**config.mk**
```make
export PLATFORM = sky130hd
export DESIGN_NAME = line_follower_pid_drive
export DESIGN_NICKNAME = d
export VERILOG_FILES = /design/src/design/lfpid_pkg.sv /design/src/design/line_follower_pid_drive.sv
export VERILOG_INCLUDE_DIRS = /design/src /design/src/design
export SDC_FILE = /design/constraint.sdc
export NUM_CORES = 2
export LEC_CHECK = 0
export BUFFER_PORTS_ARGS = -buffer_cell sky130_fd_sc_hd__buf_2
export CAP_MARGIN = 30
export CORE_MARGIN = 5
export CORE_UTILIZATION = 44
export DETAILED_ROUTE_END_ITERATION = 8
export PLACE_DENSITY = 0.69
export SKIP_LAST_GASP = 1
export SLEW_MARGIN = 15
export SYNTH_ARGS = -nofsm -noshare
export SYNTH_HDL_FRONTEND = slang
export SYNTH_SLANG_ARGS = --single-unit
```
**constraint.sdc**
```tcl
create_clock -name clk -period 8.2 [get_ports clk]
set_input_delay 1.23 -clock clk [delete_from_list [all_inputs] [get_ports clk]]
set_output_delay 1.23 -clock clk [all_outputs]
set_load 0.005 [all_outputs]
```
**src/design/line_follower_pid_drive_defines.svh**
```systemverilog
// Assertion macros used by the design file line_follower_pid_drive.sv.
`ifndef LINE_FOLLOWER_PID_DRIVE_DEFINES_SVH
`define LINE_FOLLOWER_PID_DRIVE_DEFINES_SVH

// The consequent must hold in the same cycle as the antecedent.
`define LFPID_ASSERT_SAME(lbl, ante, cons, msg) \
    lbl: assert property (@(posedge clk) disable iff (!rst_n) (ante) |-> (cons)) \
        else $error(msg);

// The consequent must hold in the cycle after the antecedent.
`define LFPID_ASSERT_NEXT(lbl, ante, cons, msg) \
    lbl: assert property (@(posedge clk) disable iff (!rst_n) (ante) |=> (cons)) \
        else $error(msg);

`endif

```
**src/design/lfpid_pkg.sv**
```systemverilog
package lfpid_pkg;

    localparam int ERR_W   = 11;
    localparam int INTEG_W = 24;
    localparam int DER_W   = 12;
    localparam int GAIN_W  = 16;
    localparam int SPEED_W = 8;
    localparam int OPND_W  = 24;
    localparam int PROD_W  = GAIN_W + 1 + OPND_W;
    localparam int ACC_W   = 42;
    localparam int SUM_W   = 43;

    localparam logic [1:0] REG_GAIN_PROP  = 2'd0;
    localparam logic [1:0] REG_GAIN_INTEG = 2'd1;
    localparam logic [1:0] REG_GAIN_DERIV = 2'd2;
    localparam logic [1:0] REG_BASE_SPEED = 2'd3;

    localparam logic [GAIN_W-1:0]  GAIN_PROP_RST  = 16'd4608;
    localparam logic [GAIN_W-1:0]  GAIN_INTEG_RST = 16'd0;
    localparam logic [GAIN_W-1:0]  GAIN_DERIV_RST = 16'd2560;
    localparam logic [SPEED_W-1:0] BASE_SPEED_RST = 8'd140;

    localparam logic signed [INTEG_W-1:0] INTEG_MAX = 24'sh7F_FFFF;
    localparam logic signed [INTEG_W-1:0] INTEG_MIN = 24'sh80_0000;
    localparam logic [SPEED_W-1:0]        SPEED_MAX = 8'd255;

    typedef enum logic [7:0] {
        ST_IDLE  = 8'b0000_0001,
        ST_MUL_P = 8'b0000_0010,
        ST_MUL_I = 8'b0000_0100,
        ST_MUL_D = 8'b0000_1000,
        ST_ACC   = 8'b0001_0000,
        ST_LEFT  = 8'b0010_0000,
        ST_RIGHT = 8'b0100_0000,
        ST_EMIT  = 8'b1000_0000
    } lfpid_state_t;

    // Mean sensor weight in Q8 for each non-empty set of active sensors,
    // truncated toward zero.
    function automatic logic signed [ERR_W-1:0] err_of(input logic [4:0] active);
        logic signed [ERR_W-1:0] e;
        case (active)
            5'd1:    e = -11'sd384;
            5'd2:    e = -11'sd192;
            5'd3:    e = -11'sd288;
            5'd5:    e = -11'sd192;
            5'd6:    e = -11'sd96;
            5'd7:    e = -11'sd192;
            5'd8:    e = 11'sd192;
            5'd9:    e = -11'sd96;
            5'd11:   e = -11'sd128;
            5'd12:   e = 11'sd96;
            5'd13:   e = -11'sd64;
            5'd15:   e = -11'sd96;
            5'd16:   e = 11'sd384;
            5'd18:   e = 11'sd96;
            5'd19:   e = -11'sd64;
            5'd20:   e = 11'sd192;
            5'd22:   e = 11'sd64;
            5'd23:   e = -11'sd48;
            5'd24:   e = 11'sd288;
            5'd25:   e = 11'sd64;
            5'd26:   e = 11'sd128;
            5'd28:   e = 11'sd192;
            5'd29:   e = 11'sd48;
            5'd30:   e = 11'sd96;
            default: e = 11'sd0;
        endcase
        return e;
    endfunction

    // Takes the integer part of a Q16 drive level and clamps it to the motor range.
    function automatic logic [SPEED_W-1:0] speed_of(input logic signed [SUM_W-1:0] q16);
        logic [SPEED_W-1:0] s;
        if (q16[SUM_W-1])
        begin
            s = '0;
        end
        else if (|q16[SUM_W-2:24])
        begin
            s = SPEED_MAX;
        end
        else
        begin
            s = q16[23:16];
        end
        return s;
    endfunction

endpackage

```
**src/design/line_follower_pid_drive.sv**
```systemverilog
// Five-sensor PID line follower. Each sensor word is taken on sensor_valid
// with sensor_stall low, and one word carrying left_speed and right_speed
// follows on speed_valid. On acceptance the block forms the error, derivative
// and saturated integral. The states ST_MUL_P, ST_MUL_I and ST_MUL_D are then
// passes through the single 17 by 24 bit multiplier for the proportional,
// integral and derivative terms. ST_ACC adds the last product. Two passes
// through the one wide adder form and clamp each motor speed, and ST_EMIT
// hands the word to the output register.
// sensor_stall stays high while a word is being worked on. The hand-off cycle
// repeats for as long as the previous word still waits in the output register
// under speed_stall. A finished word waits in the output register while the
// next sensor word is already accepted. The gains and base speed are written
// over the cfg port, which is always ready, and should only be changed while no
// word is in progress.
`include "line_follower_pid_drive_defines.svh"

module line_follower_pid_drive
    import lfpid_pkg::*;
(
    input  logic                 clk,
    input  logic                 rst_n,
    input  logic                 cfg_valid,
    output logic                 cfg_ready,
    input  logic [1:0]           cfg_index,
    input  logic [GAIN_W-1:0]    cfg_data,
    input  logic                 sensor_valid,
    output logic                 sensor_stall,
    input  logic [4:0]           sensor_levels,
    output logic                 speed_valid,
    input  logic                 speed_stall,
    output logic [SPEED_W-1:0]   left_speed,
    output logic [SPEED_W-1:0]   right_speed
);

    lfpid_state_t state_reg, state_next;

    logic [GAIN_W-1:0]  gain_prop_reg, gain_integ_reg, gain_deriv_reg;
    logic [SPEED_W-1:0] base_speed_reg;

    logic signed [ERR_W-1:0]   last_error_reg, last_error_next;
    logic signed [INTEG_W-1:0] integral_reg, integral_next;
    logic signed [ERR_W-1:0]   err_reg, err_next;
    logic signed [DER_W-1:0]   deriv_reg, deriv_next;
    logic signed [PROD_W-1:0]  prod_reg, prod_next;
    logic signed [ACC_W-1:0]   acc_reg, acc_next;
    logic [SPEED_W-1:0]        left_tmp_reg, left_tmp_next;
    logic [SPEED_W-1:0]        right_tmp_reg, right_tmp_next;
    logic                      speed_valid_reg, speed_valid_next;
    logic [SPEED_W-1:0]        left_speed_reg, left_speed_next;
    logic [SPEED_W-1:0]        right_speed_reg, right_speed_next;

    logic                      sensor_accept;
    logic                      out_free;
    logic [4:0]                active;
    logic signed [ERR_W-1:0]   err_now;
    logic signed [INTEG_W:0]   integ_wide;
    logic [GAIN_W-1:0]         mul_gain;
    logic signed [OPND_W-1:0]  mul_opnd;
    logic signed [PROD_W-1:0]  mul_out;
    logic signed [ACC_W-1:0]   prod_ext;
    logic signed [SUM_W-1:0]   base_q16;
    logic signed [SUM_W-1:0]   acc_side;
    logic signed [SUM_W-1:0]   spd_sum;

    assign cfg_ready     = 1'b1;
    assign sensor_stall  = (state_reg != ST_IDLE);
    assign sensor_accept = sensor_valid && !sensor_stall;
    assign out_free      = !speed_valid_reg || !speed_stall;
    assign speed_valid   = speed_valid_reg;
    assign left_speed    = left_speed_reg;
    assign right_speed   = right_speed_reg;

    assign active     = ~sensor_levels;
    assign err_now    = (active == 5'd0) ? last_error_reg : err_of(active);
    assign integ_wide = $signed({integral_reg[INTEG_W-1], integral_reg})
                      + $signed({{(INTEG_W - ERR_W + 1){err_now[ERR_W-1]}}, err_now});

    always_comb
    begin
        case (state_reg)
            ST_MUL_P:
            begin
                mul_gain = gain_prop_reg;
                mul_opnd = OPND_W'(err_reg);
            end
            ST_MUL_I:
            begin
                mul_gain = gain_integ_reg;
                mul_opnd = integral_reg;
            end
            default:
            begin
                mul_gain = gain_deriv_reg;
                mul_opnd = OPND_W'(deriv_reg);
            end
        endcase
    end

    assign mul_out  = $signed({1'b0, mul_gain}) * mul_opnd;
    assign prod_ext = ACC_W'(prod_reg);
    assign base_q16 = $signed({{(SUM_W - SPEED_W - 16){1'b0}}, base_speed_reg, 16'd0});
    assign acc_side = (state_reg == ST_LEFT) ? SUM_W'(acc_reg) : -SUM_W'(acc_reg);
    assign spd_sum  = base_q16 + acc_side;

    always_comb
    begin
        state_next       = state_reg;
        last_error_next  = last_error_reg;
        integral_next    = integral_reg;
        err_next         = err_reg;
        deriv_next       = deriv_reg;
        prod_next        = prod_reg;
        acc_next         = acc_reg;
        left_tmp_next    = left_tmp_reg;
        right_tmp_next   = right_tmp_reg;
        speed_valid_next = speed_valid_reg && speed_stall;
        left_speed_next  = left_speed_reg;
        right_speed_next = right_speed_reg;
        case (state_reg)
            ST_IDLE:
            begin
                if (sensor_accept)
                begin
                    err_next        = err_now;
                    deriv_next      = DER_W'(err_now) - DER_W'(last_error_reg);
                    last_error_next = err_now;
                    if (integ_wide[INTEG_W] != integ_wide[INTEG_W-1])
                    begin
                        integral_next = integ_wide[INTEG_W] ? INTEG_MIN : INTEG_MAX;
                    end
                    else
                    begin
                        integral_next = integ_wide[INTEG_W-1:0];
                    end
                    state_next = ST_MUL_P;
                end
            end
            ST_MUL_P:
            begin
                prod_next  = mul_out;
                state_next = ST_MUL_I;
            end
            ST_MUL_I:
            begin
                acc_next   = prod_ext;
                prod_next  = mul_out;
                state_next = ST_MUL_D;
            end
            ST_MUL_D:
            begin
                acc_next   = acc_reg + prod_ext;
                prod_next  = mul_out;
                state_next = ST_ACC;
            end
            ST_ACC:
            begin
                acc_next   = acc_reg + prod_ext;
                state_next = ST_LEFT;
            end
            ST_LEFT:
            begin
                left_tmp_next = speed_of(spd_sum);
                state_next    = ST_RIGHT;
            end
            ST_RIGHT:
            begin
                right_tmp_next = speed_of(spd_sum);
                state_next     = ST_EMIT;
            end
            ST_EMIT:
            begin
                if (out_free)
                begin
                    speed_valid_next = 1'b1;
                    left_speed_next  = left_tmp_reg;
                    right_speed_next = right_tmp_reg;
                    state_next       = ST_IDLE;
                end
            end
            default:
            begin
                state_next = ST_IDLE;
            end
        endcase
    end

    always_ff @(posedge clk or negedge rst_n)
    begin
        if (!rst_n)
        begin
            state_reg       <= ST_IDLE;
            speed_valid_reg <= 1'b0;
            last_error_reg  <= '0;
            integral_reg    <= '0;
            gain_prop_reg   <= GAIN_PROP_RST;
            gain_integ_reg  <= GAIN_INTEG_RST;
            gain_deriv_reg  <= GAIN_DERIV_RST;
            base_speed_reg  <= BASE_SPEED_RST;
        end
        else
        begin
            state_reg       <= state_next;
            speed_valid_reg <= speed_valid_next;
            last_error_reg  <= last_error_next;
            integral_reg    <= integral_next;
            if (cfg_valid && cfg_ready)
            begin
                case (cfg_index)
                    REG_GAIN_PROP:  gain_prop_reg  <= cfg_data;
                    REG_GAIN_INTEG: gain_integ_reg <= cfg_data;
                    REG_GAIN_DERIV: gain_deriv_reg <= cfg_data;
                    REG_BASE_SPEED: base_speed_reg <= cfg_data[SPEED_W-1:0];
                    default:        base_speed_reg <= base_speed_reg;
                endcase
            end
        end
    end

    always_ff @(posedge clk)
    begin
        err_reg         <= err_next;
        deriv_reg       <= deriv_next;
        prod_reg        <= prod_next;
        acc_reg         <= acc_next;
        left_tmp_reg    <= left_tmp_next;
        right_tmp_reg   <= right_tmp_next;
        left_speed_reg  <= left_speed_next;
        right_speed_reg <= right_speed_next;
    end

    `LFPID_ASSERT_NEXT(a_accept_starts, sensor_accept, state_reg == ST_MUL_P,
        "accepted word did not start the multiply sequence")
    `LFPID_ASSERT_NEXT(a_emit_shows, (state_reg == ST_EMIT) && out_free,
        speed_valid && (state_reg == ST_IDLE), "finished word was not presented")
    `LFPID_ASSERT_NEXT(a_hold_error, sensor_accept && (sensor_levels == 5'b11111),
        last_error_reg == $past(last_error_reg), "error not held with no sensor on the line")

endmodule
```
# ---- Yosys cells after proc, flatten, opt, wreduce, memory -nomap -nowiden
# Memories as Yosys holds them, arrays and structs flattened.
# Index checks and enable logic that the tools add are counted.
dict set report classes {
  add_sub_neg 5
  eq_ne 15
  reduce_logical 19
  n_mux 14
  n_mul 1
  bitwise 1
}
# operator count
set op_table {}
lappend op_table {{case mux 42 bit (2 select lines)} 1}
lappend op_table {{case mux 8 bit (8 select lines)} 1}
lappend op_table {{two-way mux 24 bit} 2}
lappend op_table {{case mux 24 bit (2 select lines)} 1}
lappend op_table {{adder 25 x 43 -> 43 bit} 1}
lappend op_table {{two-way mux 43 bit} 1}
lappend op_table {{negation 42 -> 43 bit} 1}
lappend op_table {{adder 42 x 41 -> 42 bit} 1}
lappend op_table {{multiplier 17 x 24 -> 41 bit} 1}
lappend op_table {{two-way mux 8 bit} 4}
lappend op_table {{case mux 16 bit (2 select lines)} 1}
lappend op_table {{adder 24 x 11 -> 25 bit} 1}
lappend op_table {{OR reduction 18 bit} 1}
lappend op_table {{AND reduction 2 bit} 7}
lappend op_table {{subtractor 11 x 11 -> 12 bit} 1}
lappend op_table {{two-way mux 11 bit} 1}
lappend op_table {{== test 8 x 1 -> 1 bit, second input constant} 1}
lappend op_table {{== test 8 x 2 -> 1 bit, second input constant} 1}
lappend op_table {{== test 8 x 3 -> 1 bit, second input constant} 1}
lappend op_table {{== test 8 x 4 -> 1 bit, second input constant} 1}
lappend op_table {{== test 8 x 5 -> 1 bit, second input constant} 1}
lappend op_table {{== test 8 x 6 -> 1 bit, second input constant} 1}
lappend op_table {{== test 8 x 7 -> 1 bit, second input constant} 1}
lappend op_table {{== test 8 bit, second input constant} 1}
lappend op_table {{other kinds (15)} 21}
dict set report word_totals {
  romBits 224
  output_inout_bits 19
  reg_bits 238
  input_bits 28
  memories 1
}
# name depth width read_ports rd_ports_with_merged_regs wr line
set mem_list {}
lappend mem_list {{(no name shown)} 32 7 1 0 0 lfpid_pkg.sv:42} ;# case (active)

# ---- Logic depth before layout (Yosys ltp)
dict set report depth {
  ltp_word 6
  depth_mapped 35
}

# ---- Worst setup path after synthesis
# Ideal clock, no wire load.
dict set report synth_path {
  path_kind {flip-flop to flip-flop}
  start {register state_reg[1]}
  end {register prod_reg[39], data pin}
  period_less_slack_ns 8.423
  path_stages_with_launch 32
  path_buffers 2
  arrival_ns 8.165
  slack_ns -0.223
  setup_time_ns 0.258
  cell_sequence {dfrtp_1 > nor4_2 > nand2_1 > nor3b_1 > nor2_1 > clkbuf_1 > clkbuf_1 > and2_1 > a221oi_1 > nor2_1 > fa_1 > inv_1 > fa_1 > inv_1 > fa_1 > fa_1 > fa_1 > inv_1 > fa_1 > inv_1 > ha_1 > nand2_1 > and3b_1 > nor4b_1 > a21boi_0 > o21ai_0 > a41oi_1 > o31ai_1 > o41a_1 > a21o_1 > a21oi_1 > xnor2_1}
}
dict set report synth_between {
  elab_chain_len 3
  word_cells_on_any_way 5
  cone_classes {1 x mul; 2 x eq/ne; 2 x mux}
}
# element line
set synth_rtl {}
lappend synth_rtl {{from (decl)} line_follower_pid_drive.sv:35} ;# lfpid_state_t state_reg, state_next;
lappend synth_rtl {{from (signal assigned)} line_follower_pid_drive.sv:202} ;# state_reg <= state_next;
lappend synth_rtl {{== test 8 x 3 -> 1 bit or == test 8 x 2 -> 1 bit (tied branches)} line_follower_pid_drive.sv:80} ;# case (state_reg)
lappend synth_rtl {{case mux 16 bit (2 select lines) or case mux 24 bit (2 select lines) (tied branches)} line_follower_pid_drive.sv:80}
lappend synth_rtl {{multiplier 17 x 24 -> 41 bit *} line_follower_pid_drive.sv:99} ;# assign mul_out = $signed({1'b0, mul_gain}) * mul_opnd;
lappend synth_rtl {{via mul_out[39]} line_follower_pid_drive.sv:59} ;# logic signed [PROD_W-1:0] mul_out;
lappend synth_rtl {{to (signal assigned)} line_follower_pid_drive.sv:223} ;# prod_reg <= prod_next;
lappend synth_rtl {{to (decl)} line_follower_pid_drive.sv:44} ;# logic signed [PROD_W-1:0] prod_reg, prod_next;
# The timed path passes the listed nets; every way through them passes the cells marked *.
# A chain may end at the register's enable or synchronous reset.

# ---- Worst setup path in the final report
# Ends and elaborated chain as after synthesis.

==> flow_metrics.py <==
metrics = {
    "cts": {
        "cts_root_buffer": "clkbuf_16",
        "cts.sinks": 238,
        "cts.clk_slew.worst_paths_ns": 0.07,
        "htreeDepth": 1,
        "cts_buffer_depth": 3,
        "clock_latency_ns": 0.55,
        "tritoncts": "yes",
        "postCtsHoldBufs": 0,
        "cts_made_buffers": 26,
    },
    "setup_path": {
        "crit_path_top_delay_cell": "fa_1",
        "worstPathRequired_ns": 8.50,
        "worstPathMaxFanout": 8,
        "start_kind": "flip-flop",
        "endpoint_kind": "flip-flop",
        "worst_path_dominant_cell_family": "adder cells",
        "worst_path_largest_cell_delay_ns": 0.58,
        "cpMostUsedCell": "fa_1",
        "critPathKind": "reg2reg",
        "crit_buf_inv": 6,
        "cp.arrival_ns": 8.22,
    },
    "cells_and_area": {
        "multi_input_area_sq_um": 19740,
        "fill_cells": 5913,
        "area_growth_pct": 12.91,
        "drive_gt1_share_pct": 12.99,
        "largest_reg_flops": 42,
        "num_antenna_cells": 0,
        "fin_util_pct": 49.95,
        "regArea_sq_um": 6656,
        "num-nets-final": 3783,
    },
    "sta": {
        "tightest_slew_ns": 0.9311,
        "setup_viol": 0,
        "max_freq_mhz": 126.3,
        "post-route-min-period_ns": 7.920,
        "finalWorstSetupSlack_ns": 0.2803,
        "drv_slew": 0,
        "worst_clock_skew_ns": 0.01344,
        "fin_crit_sh_pct": 96.58,
        "slew_headroom_pct": 37.74,
        "whs_ns": 0.4174,
        "hold_viol_final": 0,
        "grt_setup_unrepaired": "true",
    },
    "grt": {
        "grt_max_degree": 69,
        "grt_first_pass_wirelength_um": 114400,
        "grt_util_all_layers_pct": 19.70,
        "antenna_found_initial": 0,
        "gr-total-overflow": 0,
        "use_met3_pct": 2.682,
        "grtUsageMet1_pct": 27.32,
        "grt.busiest_layer": "met2",
        "grt_pass1_vias": 22295,
        "grtUsageMet2_pct": 33.18,
    },
    "placement": {
        "dp_hpwl_um": 56760,
        "place_ws_ns": -0.1473,
        "gp_congestion": 0.9295,
        "port_buffers": 45,
    },
    "logic_synthesis": {
        "synth_cell_types": 84,
        "yosysWarnings": 0,
        "synth_flop_cell": "edfxtp_1",
        "synth_edf_count": 138,
        "synth_seq_cells": 238,
        "synthCells": 3053,
        "syn_area_sq_um": 28410,
        "avgSynthCellArea_sq_um": 9.307,
        "syn_nets": 3647,
        "ys_top_cells_by_area": "fa_1 27%, edfxtp_1 15%, ha_1 8.2%",
        "ys_seq_area_share_pct": 23.43,
        "synth_top_area_cell": "fa_1",
        "synth_async_sr_flop_share_pct": 42.02,
        "synth_most_common_cell": "inv_1",
        "synth_top_area_share_pct": 26.77,
        "ys_top_cells_by_count": "498 x inv_1, 380 x fa_1, 358 x nand2_1, 275 x nor2_1, 186 x ha_1",
    },
    "die": {
        "coreArea_sq_um": 64230,
        "row_count": 93,
        "start_util_pct": 44.24,
        "chipHeight_um": 264.1,
        "die-width_um": 264.1,
        "ioPinCount": 47,
        "die_area_sq_um": 69760,
    },
    "hold_path": {
        "hp-class": "reg2reg",
    },
    "run_status": {
        "outcome": "finished clean",
    },
    "route": {
        "ant_nets": 0,
        "drt-initial-drc-count": 1401,
        "avgRoutedWirePerCell_um": 17.03,
        "viasPerCell": 5.279,
        "first_pass_iters": 6,
        "wirelength_um": 69200,
        "drc": 0,
        "routed-via-count": 21454,
    },
    "flow_run": {
        "maxCapViolCount": 0,
    },
}
per-stage QoR:
| stage | area [sq um] | setup TNS (ns) | instances |
|---|---|---|---|
| 5_1_grt | 32080 | -0.05405 | 4064 |
| 6_report | 32080 | 0 | 4064 |
| 3_5_place_dp | 30800 | -0.2697 | 4008 |
| 2_1_floorplan | 28440 | 0 | 3053 |
| 4_1_cts | 31750 | -0.07140 | 4056 |
| 3_3_place_gp | 30760 | -0.003745 | 4006 |
cell families (layout without fill, tap and decap cells):
family                   after synthesis  count (layout)  share of synthesized area, %
AO/OA/AOI/OAI                        572             572                         12.89
XOR/XNOR                             126             126                         3.884
adder cells (fa/ha/maj)              567             567                         35.00
buffers and inverters                616             771                         8.177
flip-flops                           238             238                         23.43
multiplexers                          75              75                         3.047
other                                  1               1                       0.01320
AND/OR/NAND/NOR                      858             859                         13.56
routing by layer:
metal / up-vias / part of all wire, %
li1: 10283 / -
met1: 10565 / 45
met2: 511 / 47
met3: 95 / 5.4
met4: 0 / 2.7
met5: - / 0
path summary, 6_finish.rpt:
kind                                      startpoint                            end  slack, ns  cells after the start
max                         state_reg[1]$_DFFE_PN0P_         prod_reg[39]$_DFFE_PP_       0.28                     31
min                        left_tmp_reg[6]$_DFFE_PP_        left_speed[6]$_DFFE_PP_       0.42                      0
max reg2reg                 state_reg[1]$_DFFE_PN0P_         prod_reg[39]$_DFFE_PP_       0.28                     31
min reg2reg                left_tmp_reg[6]$_DFFE_PP_        left_speed[6]$_DFFE_PP_       0.42                      0
max in group asynchronous                      rst_n       state_reg[0]$_DFFE_PN1P_       6.61                      3
min in group asynchronous                      rst_n  last_error_reg[2]$_DFFE_PN0P_       0.63                      1
repair_timing:
| action | in CTS | in global routing |
|---|---|---|
| gates cloned | 0 | 1 |
| pin swaps | 0 | 11 |
| buffers inserted | 0 | 6 |
| endpoints found under the hold margin | 0 | 0 |
| setup endpoints to repair | 3 | 11 |
| gates resized for setup | 3 | 50 |
worst register-to-register path, delay by kind of cell (launching register included):
| family | cells | cell delay (ns) |
|---|---|---|
| and+or+nand+nor | 8 | 1.36 |
| xor gates and xnor gates | 1 | 0.08 |
| AOI/OAI and AO/OA | 9 | 1.85 |
| adders and majority gates | 7 | 3.32 |
| DFF | 1 | 0.41 |
| buffers and inverters | 6 | 0.68 |
final cells by class:
type / instances / share of cell area (%)
Clock buffer: 31 / 2.149
Clock inverter: 17 / 0.8190
Sequential cell: 238 / 20.75
Inverter: 499 / 5.838
Multi-Input combinational cell: 2200 / 61.52
Tap cell: 855 / 3.334
Timing Repair Buffer: 224 / 5.596
cells in the final DEF (no fill, tap or decap), types with 16 or more instances in the layout:
cell type,instances
inv_1,498
fa_1,380
nand2_1,357
nor2_1,273
ha_1,186
a21oi_1,161
buf_4,159
edfxtp_1,138
o21ai_0,134
dfrtp_1,92
xnor2_1,80
mux2_2,62
a21o_1,51
xor2_1,45
buf_2,44
and2_1,35
nand3_1,30
o21a_1,29
nand2b_1,26
clkbuf_16,26
nor3_1,23
a221o_1,19
nand4_1,16
Power is not shown: default switching activity piles up to over one toggle a cycle in this logic, so the estimate is an artifact.
